--- src/rtl/core/integer_to_ascii_formatter_macros.svh ---
// assertion macros shared by the formatter rtl
// expects clk_i and rst_ni in the scope of each use
`ifndef INTEGER_TO_ASCII_FORMATTER_MACROS_SVH
`define INTEGER_TO_ASCII_FORMATTER_MACROS_SVH

// property checked on every rising clock edge outside reset
`define ITA_ASSERT(lbl, prop, msg) \
  lbl: assert property (@(posedge clk_i) disable iff (!rst_ni) (prop)) else $error(msg);

// condition that must never be seen outside reset
`define ITA_ASSERT_NEVER(lbl, cond, msg) \
  lbl: assert property (@(posedge clk_i) disable iff (!rst_ni) !(cond)) else $error(msg);

`endif

--- src/rtl/core/ita_pkg.sv ---
// types, constants and control store of the integer to ascii formatter
// no dependencies
package ita_pkg;

  // width of the value field on the input item
  localparam int VALUE_W = 32;

  // digit store and field width limits
  localparam int         DIGIT_DEPTH = 10;
  localparam logic [3:0] MAX_DIGITS  = 4'd10;
  localparam logic [3:0] WIDTH_LIMIT = 4'd9;

  // divide by ten through a reciprocal: q = (v * RECIP_TEN) >> RECIP_SHIFT
  localparam logic [31:0] RECIP_TEN   = 32'hCCCC_CCCD;
  localparam int          RECIP_SHIFT = 35;

  // ascii codes
  localparam logic [7:0] CHAR_SPACE   = 8'h20;
  localparam logic [7:0] CHAR_ZERO    = 8'h30;
  localparam logic [7:0] CHAR_UPPER_X = 8'h58;
  localparam logic [7:0] CHAR_LOWER_X = 8'h78;
  localparam logic [7:0] CHAR_UPPER_A = 8'h41;
  localparam logic [7:0] CHAR_LOWER_A = 8'h61;
  localparam logic [7:0] DIGIT_TEN    = 8'd10;

  // microprogram counter
  localparam int UPC_W = 3;

  typedef struct packed {
    logic [31:0] value;
    logic        hex_mode;
    logic        upper_case;
    logic        hash_prefix;
    logic        zero_fill;
    logic [3:0]  min_width;
  } in_item_t;

  typedef struct packed {
    logic [7:0] out_char;
    logic       last_char;
  } out_item_t;

  // datapath operations
  typedef enum logic [3:0] {
    OP_NOP,
    OP_MUL,
    OP_DIG,
    OP_SETUP,
    OP_EMIT_SPACE,
    OP_EMIT_PFX0,
    OP_EMIT_PFXX,
    OP_EMIT_ZPAD,
    OP_EMIT_DIGIT
  } op_e;

  // condition that skips a step before it runs
  typedef enum logic [1:0] {
    SKIP_NEVER,
    SKIP_SPACE,
    SKIP_NO_PREFIX,
    SKIP_ZPAD
  } skip_e;

  // condition that branches to the target after a step runs
  typedef enum logic [1:0] {
    LOOP_NEVER,
    LOOP_MORE_DIGITS,
    LOOP_PAD,
    LOOP_DIGIT
  } loop_e;

  typedef struct packed {
    op_e              op;
    skip_e            skip;
    loop_e            loop;
    logic [UPC_W-1:0] target;
    logic             done;
  } ucode_t;

  // sequencer to datapath
  typedef struct packed {
    logic load;
    logic exec;
    op_e  op;
  } ctrl_t;

  // datapath to sequencer
  typedef struct packed {
    logic zfill;
    logic prefix;
    logic cnt_zero;
    logic cnt_one;
    logic idx_zero;
    logic more_digits;
    logic out_free;
  } status_t;

  // operations that push a character into the output register
  function automatic logic is_emit(input op_e op);
    logic res;
    res = (op == OP_EMIT_SPACE) || (op == OP_EMIT_PFX0) || (op == OP_EMIT_PFXX) ||
          (op == OP_EMIT_ZPAD) || (op == OP_EMIT_DIGIT);
    return res;
  endfunction

  // control store
  function automatic ucode_t ucode_rom(input logic [UPC_W-1:0] upc);
    ucode_t w;
    unique case (upc)
      3'd0: w = '{op: OP_MUL,        skip: SKIP_NEVER,     loop: LOOP_NEVER,
                  target: 3'd0, done: 1'b0};
      3'd1: w = '{op: OP_DIG,        skip: SKIP_NEVER,     loop: LOOP_MORE_DIGITS,
                  target: 3'd0, done: 1'b0};
      3'd2: w = '{op: OP_SETUP,      skip: SKIP_NEVER,     loop: LOOP_NEVER,
                  target: 3'd0, done: 1'b0};
      3'd3: w = '{op: OP_EMIT_SPACE, skip: SKIP_SPACE,     loop: LOOP_PAD,
                  target: 3'd3, done: 1'b0};
      3'd4: w = '{op: OP_EMIT_PFX0,  skip: SKIP_NO_PREFIX, loop: LOOP_NEVER,
                  target: 3'd0, done: 1'b0};
      3'd5: w = '{op: OP_EMIT_PFXX,  skip: SKIP_NO_PREFIX, loop: LOOP_NEVER,
                  target: 3'd0, done: 1'b0};
      3'd6: w = '{op: OP_EMIT_ZPAD,  skip: SKIP_ZPAD,      loop: LOOP_PAD,
                  target: 3'd6, done: 1'b0};
      3'd7: w = '{op: OP_EMIT_DIGIT, skip: SKIP_NEVER,     loop: LOOP_DIGIT,
                  target: 3'd7, done: 1'b1};
    endcase
    return w;
  endfunction

endpackage

--- src/rtl/core/ita_sequencer.sv ---
// microprogram sequencer: step counter, control store lookup, skips and branches
// depends on ita_pkg and the macros header
`include "integer_to_ascii_formatter_macros.svh"

module ita_sequencer
  import ita_pkg::*;
(
  input  logic    clk_i,
  input  logic    rst_ni,
  input  logic    in_accept_i,
  input  status_t status_i,
  output logic    busy_o,
  output ctrl_t   ctrl_o
);

  logic [UPC_W-1:0] upc_q, upc_d;
  logic             busy_q, busy_d;
  ucode_t           word;
  logic             skip_hit;
  logic             loop_hit;
  logic             stall;
  logic             exec;

  // current control word
  assign word = ucode_rom(upc_q);

  // skip test ahead of the step
  always_comb begin
    unique case (word.skip)
      SKIP_NEVER:     skip_hit = 1'b0;
      SKIP_SPACE:     skip_hit = status_i.zfill || status_i.cnt_zero;
      SKIP_NO_PREFIX: skip_hit = !status_i.prefix;
      SKIP_ZPAD:      skip_hit = !status_i.zfill || status_i.cnt_zero;
    endcase
  end

  // branch test after the step
  always_comb begin
    unique case (word.loop)
      LOOP_NEVER:       loop_hit = 1'b0;
      LOOP_MORE_DIGITS: loop_hit = status_i.more_digits;
      LOOP_PAD:         loop_hit = !status_i.cnt_one;
      LOOP_DIGIT:       loop_hit = !status_i.idx_zero;
    endcase
  end

  // a character step waits for a free output register
  assign stall = is_emit(word.op) && !status_i.out_free;
  assign exec  = busy_q && !skip_hit && !stall;

  // next step
  always_comb begin
    upc_d  = upc_q;
    busy_d = busy_q;
    if (in_accept_i) begin
      upc_d  = '0;
      busy_d = 1'b1;
    end else if (busy_q) begin
      if (skip_hit) begin
        upc_d = upc_q + 1'b1;
      end else if (exec) begin
        if (loop_hit) begin
          upc_d = word.target;
        end else if (word.done) begin
          upc_d  = '0;
          busy_d = 1'b0;
        end else begin
          upc_d = upc_q + 1'b1;
        end
      end
    end
  end

  always_ff @(posedge clk_i or negedge rst_ni) begin
    if (!rst_ni) begin
      upc_q  <= '0;
      busy_q <= 1'b0;
    end else begin
      upc_q  <= upc_d;
      busy_q <= busy_d;
    end
  end

  assign busy_o      = busy_q;
  assign ctrl_o.load = in_accept_i;
  assign ctrl_o.exec = exec;
  assign ctrl_o.op   = word.op;

  `ITA_ASSERT(a_emit_needs_room, (exec && is_emit(word.op)) |-> status_i.out_free, "no room")
  `ITA_ASSERT_NEVER(a_skip_on_last_step, busy_q && word.done && skip_hit, "last step skipped")
  `ITA_ASSERT_NEVER(a_accept_while_busy, in_accept_i && busy_q, "item taken while busy")

endmodule

--- src/rtl/core/ita_datapath.sv ---
// datapath: working value, digit store, pad and index counters, output register
// depends on ita_pkg and the macros header
`include "integer_to_ascii_formatter_macros.svh"

module ita_datapath
  import ita_pkg::*;
#(
  parameter int VALUE_BITS = 32
)(
  input  logic      clk_i,
  input  logic      rst_ni,
  input  ctrl_t     ctrl_i,
  input  in_item_t  in_item_i,
  input  logic      out_ready_i,
  output status_t   status_o,
  output logic      out_valid_o,
  output out_item_t out_item_o
);

  localparam int EFF_BITS = (VALUE_BITS < VALUE_W) ? VALUE_BITS : VALUE_W;
  localparam int PROD_W   = EFF_BITS + 32;

  logic [EFF_BITS-1:0] work_q;
  logic [PROD_W-1:0]   prod_q;
  logic [3:0]          digit_store_q [DIGIT_DEPTH];
  logic                hex_q, upper_q, prefix_q, zfill_q;
  logic [3:0]          width_q;
  logic [3:0]          n_q;
  logic [3:0]          cnt_q;
  logic [3:0]          idx_q;
  logic                out_valid_q;
  out_item_t           out_item_q;

  logic [EFF_BITS-1:0] quot_dec, quot_hex, quot, times_ten, rem;
  logic [3:0]          new_digit;
  logic [3:0]          width_sat;
  logic [3:0]          pad;
  logic [3:0]          rd_digit;
  logic [7:0]          digit_char;
  logic                emit;
  logic                out_free;

  // divide by ten from the registered product, or by sixteen by a shift
  assign quot_dec  = EFF_BITS'(prod_q[PROD_W-1:RECIP_SHIFT]);
  assign quot_hex  = work_q >> 4;
  assign times_ten = (quot_dec << 3) + (quot_dec << 1);
  assign rem       = work_q - times_ten;
  assign quot      = hex_q ? quot_hex : quot_dec;
  assign new_digit = hex_q ? work_q[3:0] : rem[3:0];

  // field width and padding
  assign width_sat = (in_item_i.min_width > WIDTH_LIMIT) ? WIDTH_LIMIT : in_item_i.min_width;
  assign pad       = (width_q > n_q) ? (width_q - n_q) : 4'd0;

  // digit to ascii
  assign rd_digit = digit_store_q[idx_q];
  always_comb begin
    if (8'(rd_digit) >= DIGIT_TEN) begin
      digit_char = 8'(rd_digit) - DIGIT_TEN + (upper_q ? CHAR_UPPER_A : CHAR_LOWER_A);
    end else begin
      digit_char = 8'(rd_digit) + CHAR_ZERO;
    end
  end

  assign out_free = !out_valid_q || out_ready_i;
  assign emit     = ctrl_i.exec && is_emit(ctrl_i.op);

  // item load, digit extraction, and pad and index counting
  always_ff @(posedge clk_i or negedge rst_ni) begin
    if (!rst_ni) begin
      work_q   <= '0;
      n_q      <= '0;
      cnt_q    <= '0;
      idx_q    <= '0;
      hex_q    <= 1'b0;
      upper_q  <= 1'b0;
      prefix_q <= 1'b0;
      zfill_q  <= 1'b0;
      width_q  <= '0;
    end else if (ctrl_i.load) begin
      work_q   <= in_item_i.value[EFF_BITS-1:0];
      hex_q    <= in_item_i.hex_mode;
      upper_q  <= in_item_i.hex_mode && in_item_i.upper_case;
      prefix_q <= in_item_i.hex_mode && in_item_i.hash_prefix;
      zfill_q  <= in_item_i.zero_fill;
      width_q  <= width_sat;
      n_q      <= '0;
    end else if (ctrl_i.exec) begin
      unique case (ctrl_i.op)
        OP_DIG: begin
          work_q <= quot;
          n_q    <= n_q + 4'd1;
        end
        OP_SETUP: begin
          cnt_q <= pad;
          idx_q <= n_q - 4'd1;
        end
        OP_EMIT_SPACE, OP_EMIT_ZPAD: cnt_q <= cnt_q - 4'd1;
        OP_EMIT_DIGIT:               idx_q <= idx_q - 4'd1;
        default: ;
      endcase
    end
  end

  // product and digit store carry no reset
  always_ff @(posedge clk_i) begin
    if (ctrl_i.exec && ctrl_i.op == OP_MUL) begin
      prod_q <= PROD_W'(work_q) * PROD_W'(RECIP_TEN);
    end
    if (ctrl_i.exec && ctrl_i.op == OP_DIG) begin
      digit_store_q[n_q] <= new_digit;
    end
  end

  // output register
  always_ff @(posedge clk_i or negedge rst_ni) begin
    if (!rst_ni) begin
      out_valid_q <= 1'b0;
    end else if (emit) begin
      out_valid_q <= 1'b1;
    end else if (out_ready_i) begin
      out_valid_q <= 1'b0;
    end
  end

  always_ff @(posedge clk_i) begin
    if (emit) begin
      unique case (ctrl_i.op)
        OP_EMIT_SPACE: out_item_q <= '{out_char: CHAR_SPACE, last_char: 1'b0};
        OP_EMIT_PFX0:  out_item_q <= '{out_char: CHAR_ZERO,  last_char: 1'b0};
        OP_EMIT_PFXX:  out_item_q <= '{out_char: upper_q ? CHAR_UPPER_X : CHAR_LOWER_X,
                                       last_char: 1'b0};
        OP_EMIT_ZPAD:  out_item_q <= '{out_char: CHAR_ZERO,  last_char: 1'b0};
        default:       out_item_q <= '{out_char: digit_char, last_char: (idx_q == 4'd0)};
      endcase
    end
  end

  // status for the sequencer
  assign status_o.zfill       = zfill_q;
  assign status_o.prefix      = prefix_q;
  assign status_o.cnt_zero    = (cnt_q == 4'd0);
  assign status_o.cnt_one     = (cnt_q == 4'd1);
  assign status_o.idx_zero    = (idx_q == 4'd0);
  assign status_o.more_digits = (quot != '0) && (n_q < MAX_DIGITS - 4'd1);
  assign status_o.out_free    = out_free;

  assign out_valid_o = out_valid_q;
  assign out_item_o  = out_item_q;

  `ITA_ASSERT(a_store_in_range, (ctrl_i.exec && ctrl_i.op == OP_DIG) |-> (n_q < MAX_DIGITS), "digit store written past its depth")
  `ITA_ASSERT(a_pad_no_underflow, (ctrl_i.exec && (ctrl_i.op == OP_EMIT_SPACE || ctrl_i.op == OP_EMIT_ZPAD)) |-> (cnt_q != 4'd0), "pad counter underflow")
  `ITA_ASSERT(a_digit_read_valid, (ctrl_i.exec && ctrl_i.op == OP_EMIT_DIGIT) |-> (idx_q < n_q), "digit read beyond the extracted digits")

endmodule

--- src/rtl/core/integer_to_ascii_formatter.sv ---
// flow: a two-step divide-by-ten loop extracts the digits, hex digits also taking two steps each;
// then characters go through the output register one per cycle within each run of spaces, zeros
// or digits, while output back-pressure allows; the next item is taken once the last character
// of the previous one is in the output register
// reset: asynchronous active low, clears sequencer, counters and output valid; no clearing pass
module integer_to_ascii_formatter
  import ita_pkg::*;
#(
  parameter int VALUE_BITS = 32
)(
  input  logic      clk_i,
  input  logic      rst_ni,
  input  logic      in_valid_i,
  output logic      in_ready_o,
  input  in_item_t  in_item_i,
  output logic      out_valid_o,
  input  logic      out_ready_i,
  output out_item_t out_item_o
);

  logic    busy;
  logic    in_accept;
  ctrl_t   ctrl;
  status_t status;

  // a new item is taken once the previous one has written its last character into the output register
  assign in_ready_o = !busy;
  assign in_accept  = in_valid_i && !busy;

  ita_sequencer u_seq (
    .clk_i       (clk_i),
    .rst_ni      (rst_ni),
    .in_accept_i (in_accept),
    .status_i    (status),
    .busy_o      (busy),
    .ctrl_o      (ctrl)
  );

  ita_datapath #(
    .VALUE_BITS (VALUE_BITS)
  ) u_dp (
    .clk_i       (clk_i),
    .rst_ni      (rst_ni),
    .ctrl_i      (ctrl),
    .in_item_i   (in_item_i),
    .out_ready_i (out_ready_i),
    .status_o    (status),
    .out_valid_o (out_valid_o),
    .out_item_o  (out_item_o)
  );

endmodule

--- config.mk ---
export PLATFORM = sky130hd
export DESIGN_NAME = integer_to_ascii_formatter
export DESIGN_NICKNAME = d
export VERILOG_FILES = /design/src/rtl/core/ita_pkg.sv /design/src/rtl/core/ita_sequencer.sv /design/src/rtl/core/ita_datapath.sv /design/src/rtl/core/integer_to_ascii_formatter.sv
export VERILOG_INCLUDE_DIRS = /design/src /design/src/rtl/core
export SDC_FILE = /design/constraint.sdc
export NUM_CORES = 1
export LEC_CHECK = 0
export BUFFER_PORTS_ARGS = -buffer_cell sky130_fd_sc_hd__buf_2
export CORE_MARGIN = 10
export CORE_UTILIZATION = 55
export CTS_CLUSTER_SIZE = 12
export DETAILED_ROUTE_END_ITERATION = 10
export GPL_TIMING_DRIVEN = 0
export PLACE_DENSITY = 0.74
export RECOVER_POWER = 25
export SYNTH_ARGS = -nofsm -noshare
export SYNTH_HDL_FRONTEND = slang
export SYNTH_HIERARCHICAL = 1
export SYNTH_SLANG_ARGS = --single-unit
--- constraint.sdc ---
create_clock -name clk_i -period 6.6 [get_ports clk_i]
set_clock_uncertainty 0.15 [all_clocks]
set_input_delay 0.66 -clock clk_i [delete_from_list [all_inputs] [get_ports clk_i]]
set_output_delay 0.66 -clock clk_i [all_outputs]
set_load 0.005 [all_outputs]
# ---- Word-level counts from Yosys, hierarchy flattened
# Memory sizes are Yosys's and may differ from the RTL's.
# Index checks and enable logic that the tools add are counted.
dict set report word_totals {
  mem_bits_rw 40
  out_inout_bits 11
  rom_bits 96
  mem_count 2
  reg_bits 130
  latchBits 0
  input_bits 44
  elab_cells 127
}
# memory words width rd rd_ports_with_merged_regs write_ports line
set memory_table {}
lappend memory_table {{(no name shown)} 8 12 1 0 0 ita_pkg.sv:109} ;# unique case (upc)
lappend memory_table {u_dp.digit_store_q 10 4 1 0 1 ita_datapath.sv:25} ;# logic [3:0] digit_store_q [DIGIT_DEPTH];
dict set report classes {
  n_eq_ne 15
  bitwise_logic 1
  multipliers 1
  muxes 34
  n_shift 0
  add_sub_neg 11
  magnitude_cmp 4
  n_reduce_logical 44
  n_div 0
}
# operator count
set ops {}
lappend ops {{32-bit two-way mux} 3}
lappend ops {{32-bit by 32-bit multiplier with 64-bit output, second input constant} 1}
lappend ops {{32-bit nonzero test} 1}
lappend ops {{29-bit two-way mux} 1}
lappend ops {{9-bit one-hot mux with 3 select lines} 1}
lappend ops {{4-bit two-way mux} 6}
lappend ops {{3-bit two-way mux} 6}
lappend ops {{4-bit by 3-bit == test with 1-bit output, second input constant} 4}
lappend ops {{4-bit one-hot mux with 2 select lines} 2}
lappend ops {{6-bit two-way mux} 2}
lappend ops {{2-bit nonzero test} 6}
lappend ops {{4-bit by 1-bit subtractor with 4-bit output, second input constant} 3}
lappend ops {{1-bit logical AND} 10}
lappend ops {{1-bit two-way mux} 10}
lappend ops {{1-bit logical NOT} 9}
lappend ops {{8-bit adder} 1}
lappend ops {{2-bit == test, second input constant} 4}
lappend ops {{4-bit by 1-bit == test with 1-bit output, second input constant} 2}
lappend ops {{4-bit by 2-bit == test with 1-bit output, second input constant} 2}
lappend ops {{4-bit logical NOT} 2}
lappend ops {{8-bit two-way mux} 1}
lappend ops {{1-bit one-hot mux with 4 select lines} 2}
lappend ops {{4-bit subtractor} 2}
lappend ops {{4-bit by 6-bit adder with 7-bit output, second input constant} 1}
lappend ops {{17 further kinds} 28}

# ---- Logic depth before layout (Yosys ltp)
# Gate-level depths: netlist of the first run.
# An unclocked memory read counts as a cell.
dict set report depth {
  ltp_word 13
  depth_mapped 26
  mapped_depth_nobuf 26
}

# ---- Hierarchy
# Netlist of the first run, hierarchy kept.
# module cells_each area_each_um2 instances seq_area_each_um2
set modules_own_cells {}
lappend modules_own_cells {ita_datapath 2254 23080.9 1 3668.5}
lappend modules_own_cells {ita_sequencer 78 656.9 1 100.1}
lappend modules_own_cells {integer_to_ascii_formatter 2 10.0 1 0.0}

# ---- Least setup slack after synthesis of the first run
# OpenSTA, ideal clock, no wires.
dict set report synth_timing {
  path_type {register to register}
  startpoint {register u_dp.work_q[11]}
  endpoint {register u_dp.prod_q[61] (data pin)}
  arrival_time_ns 6.467
  setup_time_ns 0.258
  t_required_ns 6.192
  stages_incl_launch_ff 25
  path_slack_ns -0.275
  cell_sequence {dfrtp_1 ha_1 clkbuf_1 xor2_1 ha_1 a21o_1 fa_1 inv_1 fa_1 inv_1 fa_1 fa_1 fa_1 fa_1 ha_1 nand2_1 nor2_1 nand4_1 a2111oi_0 o311ai_0 a21oi_1 o211a_1 o31a_1 nor2_1 xnor2_1}
}
dict set report synth_via {
  elab_chain_cells 1
}
# element line
set synth_rtl {}
lappend synth_rtl {{start, declared} ita_datapath.sv:23} ;# logic [EFF_BITS-1:0] work_q;
lappend synth_rtl {{start signal, assigned} ita_datapath.sv:81} ;# work_q <= in_item_i.value[EFF_BITS-1:0];
lappend synth_rtl {{start signal, assigned} ita_datapath.sv:91} ;# work_q <= quot;
lappend synth_rtl {{32-bit by 32-bit multiplier with 64-bit output} ita_datapath.sv:108} ;# prod_q <= PROD_W'(work_q) * PROD_W'(RECIP_TEN);
lappend synth_rtl {{end signal, assigned} ita_datapath.sv:108}
lappend synth_rtl {{end, declared} ita_datapath.sv:24} ;# logic [PROD_W-1:0] prod_q;
# Every way passes these cells.
# A chain may end at the register's enable or synchronous reset.

# ---- Worst setup path in the final report of the first run
dict set report layout_timing {
  startpoint {register u_dp.work_q[17]}
  endpoint {register u_dp.prod_q[63] (data pin)}
}
# The elaborated chain is that of the path after synthesis.

==> impl_table.tex, run 1 <==
\begin{tabular}{lr}
\hline
Metric & Value \\
\hline
\multicolumn{2}{l}{\textbf{Global routing}} \\
Vias in the first global route & 19460 \\
First-pass GRT wire length & 114 mm \\
Total routing usage reported by global routing & 28.6\% \\
Largest net degree at the start of global routing & 58 \\
Number of antenna violations at the first check in global routing & 3 \\
Total congestion overflow after global routing & 0 \\
\multicolumn{2}{l}{\textbf{Logic synthesis}} \\
Leading cell types by total area after synthesis & sky130\_fd\_sc\_hd\_\_fa\_1 (33\%), sky130\_fd\_sc\_hd\_\_ha\_1 (20\%), sky130\_fd\_sc\_hd\_\_edfxtp\_1 (9.9\%), sky130\_fd\_sc\_hd\_\_inv\_1 (9.1\%), sky130\_fd\_sc\_hd\_\_dfrtp\_1 (6.0\%) \\
Post-Syn Instances & 2334 \\
Yosys reg bits & 135 \\
Biggest area consumer among synthesized cells & sky130\_fd\_sc\_hd\_\_fa\_1 \\
Ys flop type & sky130\_fd\_sc\_hd\_\_edfxtp\_1 \\
Post-Syn Area per Cell & 10.2 um\^{}2 \\
Area share of the largest cell type after synthesis & 32.7\% \\
Mapped cell area & 0.0237 mm\^{}2 \\
Sequential element share of the synthesized area & 15.9\% \\
Count of distinct cell types in the synthesized netlist & 72 \\
Number of warning messages in the yosys log & 6 \\
Share of flip-flops with an asynchronous set or reset after synthesis & 42.2\% \\
Number of enable-type register cells in the synthesized netlist & 78 \\
Synthesized netlist net count & 3144 \\
\multicolumn{2}{l}{\textbf{Place}} \\
Input/output buffers & 54 \\
Cells after DPL & 2974 \\
Weighted congestion reported at the end of routability-driven placement & 1.03 \\
Half-perimeter wire length of the detailed placement result & 60.3 mm \\
\multicolumn{2}{l}{\textbf{Timing}} \\
Number of endpoints failing setup at the final stage & 29 \\
Share of the cycle needed by the critical path after routing & 110\% \\
Rel. slew slack & -122\% \\
Fmax & 137 MHz \\
Post-Route Setup TNS & -13.25 ns \\
Final setup margin & -0.673 ns \\
Transition time of the tightest slew-check pin & 3.33 ns \\
Minimum period implied by the final worst setup slack & 7.27 ns \\
Slew Limit Fails & 58 \\
Endpoints failing hold & 0 \\
Setup repair after global routing missed its margin & yes \\
\multicolumn{2}{l}{\textbf{Routing}} \\
Met3 routed wirelength & 5.74 mm \\
First-pass detailed-route iteration total & 5 \\
Via count & 18269 \\
Number of design rule violations left after detail routing & 0 \\
Vias per cell & 5.75 \\
DR WL met2 & 35.6 mm \\
Uppermost signal routing layer after detailed routing & met5 \\
Met1 routed wirelength after detailed routing & 29.8 mm \\
Total wirelength of the detailed-routed design & 75.0 mm \\
Routed Antenna Nets & 0 \\
Routed wire length per instance & 23.6 um \\
DRC violation total after the first TritonRoute iteration & 1726 \\
\multicolumn{2}{l}{\textbf{Clock tree}} \\
Total of hold buffers inserted after clock tree synthesis & 0 \\
Deepest level of the CTS H-tree & 4 \\
Total clock sinks & 135 \\
Number of CTS-inserted buffers & 17 \\
Clock edge transition at the registers on the reported setup and hold paths & 0.07 ns \\
Buffer depth of the longest clock path & 2 \\
TritonCTS clock tree & done \\
Root Buffer & sky130\_fd\_sc\_hd\_\_clkbuf\_16 \\
Clock latency on the worst-skew pair & 0.43 ns \\
\multicolumn{2}{l}{\textbf{Final layout}} \\
Nets & 3390 \\
Area growth syn-to-layout & 21.7\% \\
Area used by multi-input combinational logic & 0.0195 mm\^{}2 \\
Register area & 0.00382 mm\^{}2 \\
Fraction of final layout cells sized beyond drive strength 1 & 22.8\% \\
Final antenna diode count & 0 \\
Final design utilization & 67.4\% \\
Filler-free cell count of the finished design & 3178 \\
Fillcell total & 3100 \\
\multicolumn{2}{l}{\textbf{Floorplanning}} \\
Total core area & 0.0429 mm\^{}2 \\
Die Outline Area & 0.0519 mm\^{}2 \\
I/O pin count & 55 \\
Starting density of the core & 55.4\% \\
Overall die width & 228 um \\
Num rows & 76 \\
Height of the die & 228 um \\
\multicolumn{2}{l}{\textbf{Worst setup path}} \\
Category of the most critical setup path & register to register \\
Worst Setup End Kind & register \\
Maximum fanout count along the critical path & 4 \\
Data required, critical path & 6.61 ns \\
Data arrival time of the critical path & 7.28 ns \\
CP startpoint kind & register \\
\multicolumn{2}{l}{\textbf{Run status}} \\
Result of the run & finished with violations \\
Violated checks & capacitance limit, slew limit, setup timing \\
\multicolumn{2}{l}{\textbf{Min path}} \\
Hold Crit Class & input pin to register \\
\multicolumn{2}{l}{\textbf{Flow run}} \\
Number of max-capacitance violations reported & 1 \\
\hline
\end{tabular}
## per-layer routing
metal / up-vias / GRT usage (%)
li1: 7965 / -
met1: 9200 / 36.7
met2: 879 / 46.7
met3: 221 / 5.22
met4: 4 / 12.9
met5: - / 0
## timing repair
action | in CTS | in global routing
pin swaps | 141 | 80
endpoints found under the setup margin | 29 | 29
setup buffers | 143 | 36
gates resized for setup | 258 | 116
## final timing paths
kind                                                  start                     endpoint  slack (ns)  depth (start not counted)
worst max-delay path            u_dp/work_q[17]$_DFFE_PN0P_    u_dp/prod_q[63]$_DFFE_PP_       -0.67                         26
worst max register to register  u_dp/work_q[17]$_DFFE_PN0P_    u_dp/prod_q[63]$_DFFE_PP_       -0.67                         26
max in group asynchronous                            rst_ni   u_dp/work_q[2]$_DFFE_PN0P_        2.76                          1
worst min-delay path                          in_item_i[26]  u_dp/work_q[18]$_DFFE_PN0P_        0.30                          3
min in group asynchronous                            rst_ni   u_seq/upc_q[1]$_DFFE_PN0P_        1.19                          1
worst min register to register    u_dp/prefix_q$_DFFE_PN0P_    u_dp/prefix_q$_DFFE_PN0P_        0.38                          2
## worst max-delay path: stages (launching register included)
cell and delay (ns):
sky130_fd_sc_hd__dfrtp_2 0.52, sky130_fd_sc_hd__ha_4 0.22, sky130_fd_sc_hd__inv_1 0.11, sky130_fd_sc_hd__fa_1 0.56
sky130_fd_sc_hd__inv_2 0.04, sky130_fd_sc_hd__fa_1 0.51, sky130_fd_sc_hd__inv_2 0.04, sky130_fd_sc_hd__fa_1 0.55
sky130_fd_sc_hd__inv_2 0.05, sky130_fd_sc_hd__fa_2 0.63, sky130_fd_sc_hd__fa_1 0.46, sky130_fd_sc_hd__fa_1 0.54
sky130_fd_sc_hd__inv_1 0.06, sky130_fd_sc_hd__fa_1 0.49, sky130_fd_sc_hd__inv_2 0.05, sky130_fd_sc_hd__ha_4 0.22
sky130_fd_sc_hd__a21o_1 0.20, sky130_fd_sc_hd__nor2_1 0.14, sky130_fd_sc_hd__a21oi_2 0.09, sky130_fd_sc_hd__o31ai_4 0.30
sky130_fd_sc_hd__a2111oi_4 0.06, sky130_fd_sc_hd__buf_6 0.16, sky130_fd_sc_hd__o21ai_4 0.17, sky130_fd_sc_hd__nand3_4 0.13
sky130_fd_sc_hd__a21bo_4 0.27, sky130_fd_sc_hd__a21oi_4 0.14, sky130_fd_sc_hd__xnor2_2 0.12
## logic make-up after synthesis
family / synth area share, %
fa+ha+maj: 52.6
compound gates: 8.48
buf+inv: 10.0
xor+xnor: 3.25
simple gates: 7.02
flops: 15.9
mux: 2.73
## stage by stage
step	hold WS [ns]	setup slack (ns)	instance area [um^2]
2_1_floorplan	0.214	-0.0466	24100
3_3_place_gp	0.349	-1.55	25100
3_5_place_dp	0.364	-1.59	25100
4_1_cts	0.287	-0.589	28100
5_1_grt	0.309	-0.762	28900
6_report	0.302	-0.673	28900
## placed cells by master, fill, tap and decap left out, types with 41 or more instances in the layout
cell / count
sky130_fd_sc_hd__ha_1: 305
sky130_fd_sc_hd__buf_4: 155
sky130_fd_sc_hd__edfxtp_1: 78
sky130_fd_sc_hd__nor2_1: 68
sky130_fd_sc_hd__fa_1: 367
sky130_fd_sc_hd__mux2i_1: 41
sky130_fd_sc_hd__ha_4: 56
sky130_fd_sc_hd__nand2_1: 99
sky130_fd_sc_hd__inv_1: 549
sky130_fd_sc_hd__o21ai_0: 66
sky130_fd_sc_hd__buf_2: 51
sky130_fd_sc_hd__a21oi_1: 92
## state kept, by name (all words and copies together) (netlist names), 3 cells and up
signal / flops
u_dp/digit_store_q: 40
u_dp/work_q: 32
u_dp/n_q: 4
u_dp/idx_q: 4
u_dp/out_item_o: 9
u_dp/width_q: 4
u_dp/prod_q: 29
u_dp/cnt_q: 4
u_seq/upc_q: 3
## cell usage after synthesis, types with 8 or more instances
library cell               count
sky130_fd_sc_hd__ha_1        378
sky130_fd_sc_hd__inv_1       578
sky130_fd_sc_hd__nand2b_1     19
sky130_fd_sc_hd__fa_1        388
sky130_fd_sc_hd__nor2b_1      14
sky130_fd_sc_hd__and2_1       19
sky130_fd_sc_hd__and3_1       14
sky130_fd_sc_hd__mux2i_1      41
sky130_fd_sc_hd__a31oi_1      11
sky130_fd_sc_hd__or2_2         8
sky130_fd_sc_hd__xor2_1       49
sky130_fd_sc_hd__nand3_1      21
sky130_fd_sc_hd__dfrtp_1      57
sky130_fd_sc_hd__mux4_2        8
sky130_fd_sc_hd__nor3_1       11
sky130_fd_sc_hd__a21oi_1     116
sky130_fd_sc_hd__nand2_1     107
sky130_fd_sc_hd__clkbuf_1     33
sky130_fd_sc_hd__xnor2_1      39
sky130_fd_sc_hd__nand4_1      20
sky130_fd_sc_hd__nor2_1       78
sky130_fd_sc_hd__edfxtp_1     78
sky130_fd_sc_hd__o21ai_0      77
sky130_fd_sc_hd__a21o_1       40
## final cells by class
type	count	share of cell area, %
well taps	585	2.53
inverters	580	7.61
plain buffers	41	0.892
repair buffers	232	5.98
multi-input cells	1573	67.6
flip-flops and latches	135	13.2
clock buffers	17	1.47
clock inverters	15	0.667
Power of run 1 is left out: the tool's default activity adds up to more than one toggle a clock period on the data nets, which glitch-free logic cannot reach.
==> inputs of run 2 (changes only) <==
--- a/config.mk
+++ b/config.mk
@@ -14,6 +14,7 @@
 export GPL_TIMING_DRIVEN = 0
 export PLACE_DENSITY = 0.74
 export RECOVER_POWER = 25
+export SETUP_SLACK_MARGIN = 0.1
 export SYNTH_ARGS = -nofsm -noshare
 export SYNTH_HDL_FRONTEND = slang
 export SYNTH_HIERARCHICAL = 1
==> run 2 against run 1 <==
Compared with the run above: the flow still finishes with violations (capacitance limit, slew limit, setup timing); routed wire length down 1.3%; register-to-register slack gained 0.02 ns; final cell count increased by 0.22%; maximum frequency rose by 0.22%; via count shrank 0.48%; critical path depth unchanged.
==> impl_table.tex, run 2 (synthesis results as in run 1) <==
\begin{tabular}{lr}
\hline
Metric & Value \\
\hline
\multicolumn{2}{l}{\textbf{Floorplanning}} \\
I/O pin count & 55 (unchanged) \\
Total core area & 0.0429 mm\^{}2 (unchanged) \\
Num rows & 76 (unchanged) \\
Die Outline Area & 0.0519 mm\^{}2 (unchanged) \\
Height of the die & 228 um (unchanged) \\
Starting density of the core & 55.4\% (unchanged) \\
Overall die width & 228 um (unchanged) \\
\multicolumn{2}{l}{\textbf{Timing}} \\
Minimum period implied by the final worst setup slack & 7.26 ns (-0.0160 ns) \\
Transition time of the tightest slew-check pin & 3.24 ns (-0.0939 ns) \\
Number of endpoints failing setup at the final stage & 29 (unchanged) \\
Final setup margin & -0.657 ns (+0.0160 ns) \\
Slew Limit Fails & 58 (unchanged) \\
Share of the cycle needed by the critical path after routing & 110\% (-0.24 points) \\
Fmax & 138 MHz (+0.22\%) \\
Setup repair after global routing missed its margin & yes \\
Worst hold slack & 0.285 ns (-0.0177 ns) \\
Endpoints failing hold & 0 (unchanged) \\
Rel. slew slack & -116\% (+6.3 points) \\
\multicolumn{2}{l}{\textbf{Clock tree}} \\
Number of CTS-inserted buffers & 17 (unchanged) \\
Buffer depth of the longest clock path & 2 (unchanged) \\
Root Buffer & sky130\_fd\_sc\_hd\_\_clkbuf\_16 \\
Deepest level of the CTS H-tree & 4 (unchanged) \\
TritonCTS clock tree & done \\
Total clock sinks & 135 (unchanged) \\
Clock edge transition at the registers on the reported setup and hold paths & 0.07 ns (about the same) \\
Clock latency on the worst-skew pair & 0.43 ns (about the same) \\
\multicolumn{2}{l}{\textbf{Routing}} \\
First-pass detailed-route iteration total & 6 (+1) \\
Total wirelength of the detailed-routed design & 74.0 mm (-1.3\%) \\
Routed wire length per instance & 23.2 um (-1.5\%) \\
Via count & 18182 (-0.48\%) \\
DRC violation total after the first TritonRoute iteration & 1568 (-9.2\%) \\
Number of design rule violations left after detail routing & 0 (unchanged) \\
Vias per cell & 5.71 (-0.69\%) \\
Routed Antenna Nets & 0 (unchanged) \\
\multicolumn{2}{l}{\textbf{Global routing}} \\
Met1 GRT Util & 36.1\% (-0.59 points) \\
Total congestion overflow after global routing & 0 (unchanged) \\
Number of antenna violations at the first check in global routing & 5 (+2) \\
Total routing usage reported by global routing & 28.3\% (-0.38 points) \\
Met3 routing resource usage after global routing & 4.93\% (-0.30 points) \\
First-pass GRT wire length & 113 mm (-1.7\%) \\
Largest net degree at the start of global routing & 58 (unchanged) \\
Busiest layer in global routing & met2 \\
Vias in the first global route & 19230 (-1.2\%) \\
Met2 capacity usage during global routing & 46.6\% (-0.065 points) \\
\multicolumn{2}{l}{\textbf{Run status}} \\
Result of the run & finished with violations \\
Violated checks & capacitance limit, slew limit, setup timing \\
\multicolumn{2}{l}{\textbf{Worst setup path}} \\
Data required, critical path & 6.71 ns (+0.10 ns) \\
Category of the most critical setup path & register to register \\
Worst reg2reg path depth & 26 (unchanged) \\
Maximum fanout count along the critical path & 4 (unchanged) \\
Data arrival time of the critical path & 7.37 ns (+0.09 ns) \\
Worst Setup End Kind & register \\
CP startpoint kind & register \\
\multicolumn{2}{l}{\textbf{Place}} \\
Cells after DPL & 2973 (-0.034\%) \\
Input/output buffers & 54 (unchanged) \\
Half-perimeter wire length of the detailed placement result & 60.3 mm (about the same) \\
Post-Place Cell Area & 0.0253 mm\^{}2 (+0.76\%) \\
Weighted congestion reported at the end of routability-driven placement & 1.03 (+0.50\%) \\
\multicolumn{2}{l}{\textbf{Final layout}} \\
Filler-free cell count of the finished design & 3185 (+0.22\%) \\
Fillcell total & 3197 (+3.1\%) \\
Registers with the highest flip-flop counts & u\_dp/digit\_store\_q x40, u\_dp/work\_q x32, u\_dp/prod\_q x29 \\
Commonest non-fill, non-tap cells in the layout & sky130\_fd\_sc\_hd\_\_inv\_1 (547), sky130\_fd\_sc\_hd\_\_fa\_1 (364), sky130\_fd\_sc\_hd\_\_ha\_1 (316) \\
Area growth syn-to-layout & 21.6\% (about the same) \\
Most flop-heavy register & u\_dp/digit\_store\_q \\
Final design utilization & 67.3\% (about the same) \\
Final cell area excluding filler cells & 0.0289 mm\^{}2 (about the same) \\
Most common library cell in the layout ignoring fill and taps & sky130\_fd\_sc\_hd\_\_inv\_1 \\
Number of flip-flops in the largest register & 40 (unchanged) \\
Nets & 3395 (+0.15\%) \\
Fraction of final layout cells sized beyond drive strength 1 & 22.2\% (-0.51 points) \\
\multicolumn{2}{l}{\textbf{Min path}} \\
Hold Crit Class & input pin to register \\
Hold path depth & 3 (unchanged) \\
\multicolumn{2}{l}{\textbf{Flow run}} \\
Number of max-capacitance violations reported & 1 (unchanged) \\
\hline
\end{tabular}
-- run 2: changes by cell type in the layout (fill, tap and decap cells not counted), sizes merged --
cell,previous run,this run
buf,242,246
inv,588,584
clkinvlp,4,6
clkbuf,48,49
clkinv,1,3
diode,0,2
-- run 2: worst paths after layout --
kind / start / endpoint / slack (ns)
setup / recovery: u_dp/work_q[16]$_DFFE_PN0P_ / u_dp/prod_q[59]$_DFFE_PP_ / -0.66
hold / removal: in_item_i[38] / u_dp/work_q[30]$_DFFE_PN0P_ / 0.28
max in group asynchronous: rst_ni / u_dp/work_q[0]$_DFFE_PN0P_ / 2.87
min in group asynchronous: rst_ni / u_dp/upper_q$_DFFE_PN0P_ / 1.15
hold reg to reg: u_dp/zfill_q$_DFFE_PN0P_ / u_dp/zfill_q$_DFFE_PN0P_ / 0.37
setup reg to reg: u_dp/work_q[16]$_DFFE_PN0P_ / u_dp/prod_q[59]$_DFFE_PP_ / -0.66
-- run 2: metal layers --
| metal | vias to the layer above | share of wire (%) |
|---|---|---|
| met5 | - | 0.041 |
| met1 | 9098 | 40 |
| met2 | 879 | 48 |
| li1 | 7991 | - |
| met4 | 4 | 5.0 |
| met3 | 210 | 7.5 |
-- run 2: critical path, stage by stage (launching register included) --
cell and delay, ns:
sky130_fd_sc_hd__dfrtp_4 0.52, sky130_fd_sc_hd__ha_4 0.24, sky130_fd_sc_hd__inv_1 0.15, sky130_fd_sc_hd__fa_1 0.55, sky130_fd_sc_hd__inv_2 0.04, sky130_fd_sc_hd__fa_1 0.50, sky130_fd_sc_hd__inv_1 0.05, sky130_fd_sc_hd__fa_1 0.54
sky130_fd_sc_hd__inv_2 0.05, sky130_fd_sc_hd__fa_2 0.61, sky130_fd_sc_hd__fa_1 0.44, sky130_fd_sc_hd__fa_2 0.59, sky130_fd_sc_hd__fa_1 0.46, sky130_fd_sc_hd__ha_4 0.30, sky130_fd_sc_hd__o21a_1 0.11, sky130_fd_sc_hd__o211ai_1 0.08
sky130_fd_sc_hd__a21oi_1 0.17, sky130_fd_sc_hd__o31ai_2 0.07, sky130_fd_sc_hd__buf_4 0.15, sky130_fd_sc_hd__a2111oi_4 0.28, sky130_fd_sc_hd__buf_6 0.18, sky130_fd_sc_hd__o21ai_4 0.08, sky130_fd_sc_hd__nand3_4 0.11, sky130_fd_sc_hd__buf_6 0.11
sky130_fd_sc_hd__a31oi_4 0.09, sky130_fd_sc_hd__nand2b_4 0.18, sky130_fd_sc_hd__a211oi_4 0.25
-- run 2: what timing repair did --
action                                  in CTS  in global routing
endpoints found under the setup margin      29                 29
pin swaps                                   87                 77
hold buffers                                 0                  0
resized for setup                          233                102
setup buffers                              132                 50
-- run 2: layout make-up --
type / count / area (um^2) / share of cell area (%)
Multi-Input combinational cell: 1573 / 19400 / 67.3
Sequential cell: 135 / 3820 / 13.2
Inverter: 580 / 2210 / 7.65
Timing Repair Buffer: 234 / 1770 / 6.14
Tap cell: 585 / 732 / 2.53
Clock buffer: 17 / 425 / 1.47
Buffer: 44 / 288 / 0.997
Clock inverter: 15 / 200 / 0.693
Antenna cell: 2 / 5.00 / 0.0173
-- run 2: per-stage QoR --
| step | setup TNS, ns | setup slack, ns |
|---|---|---|
| final | -12.84 | -0.657 |
| after global routing | -16.76 | -0.820 |
| after CTS | -11.10 | -0.573 |
| after detailed placement | -32.45 | -1.42 |
| after global placement | -31.74 | -1.36 |
| after floorplan | 0 | 0.00434 |
Power of run 2 is left out for the same reason.
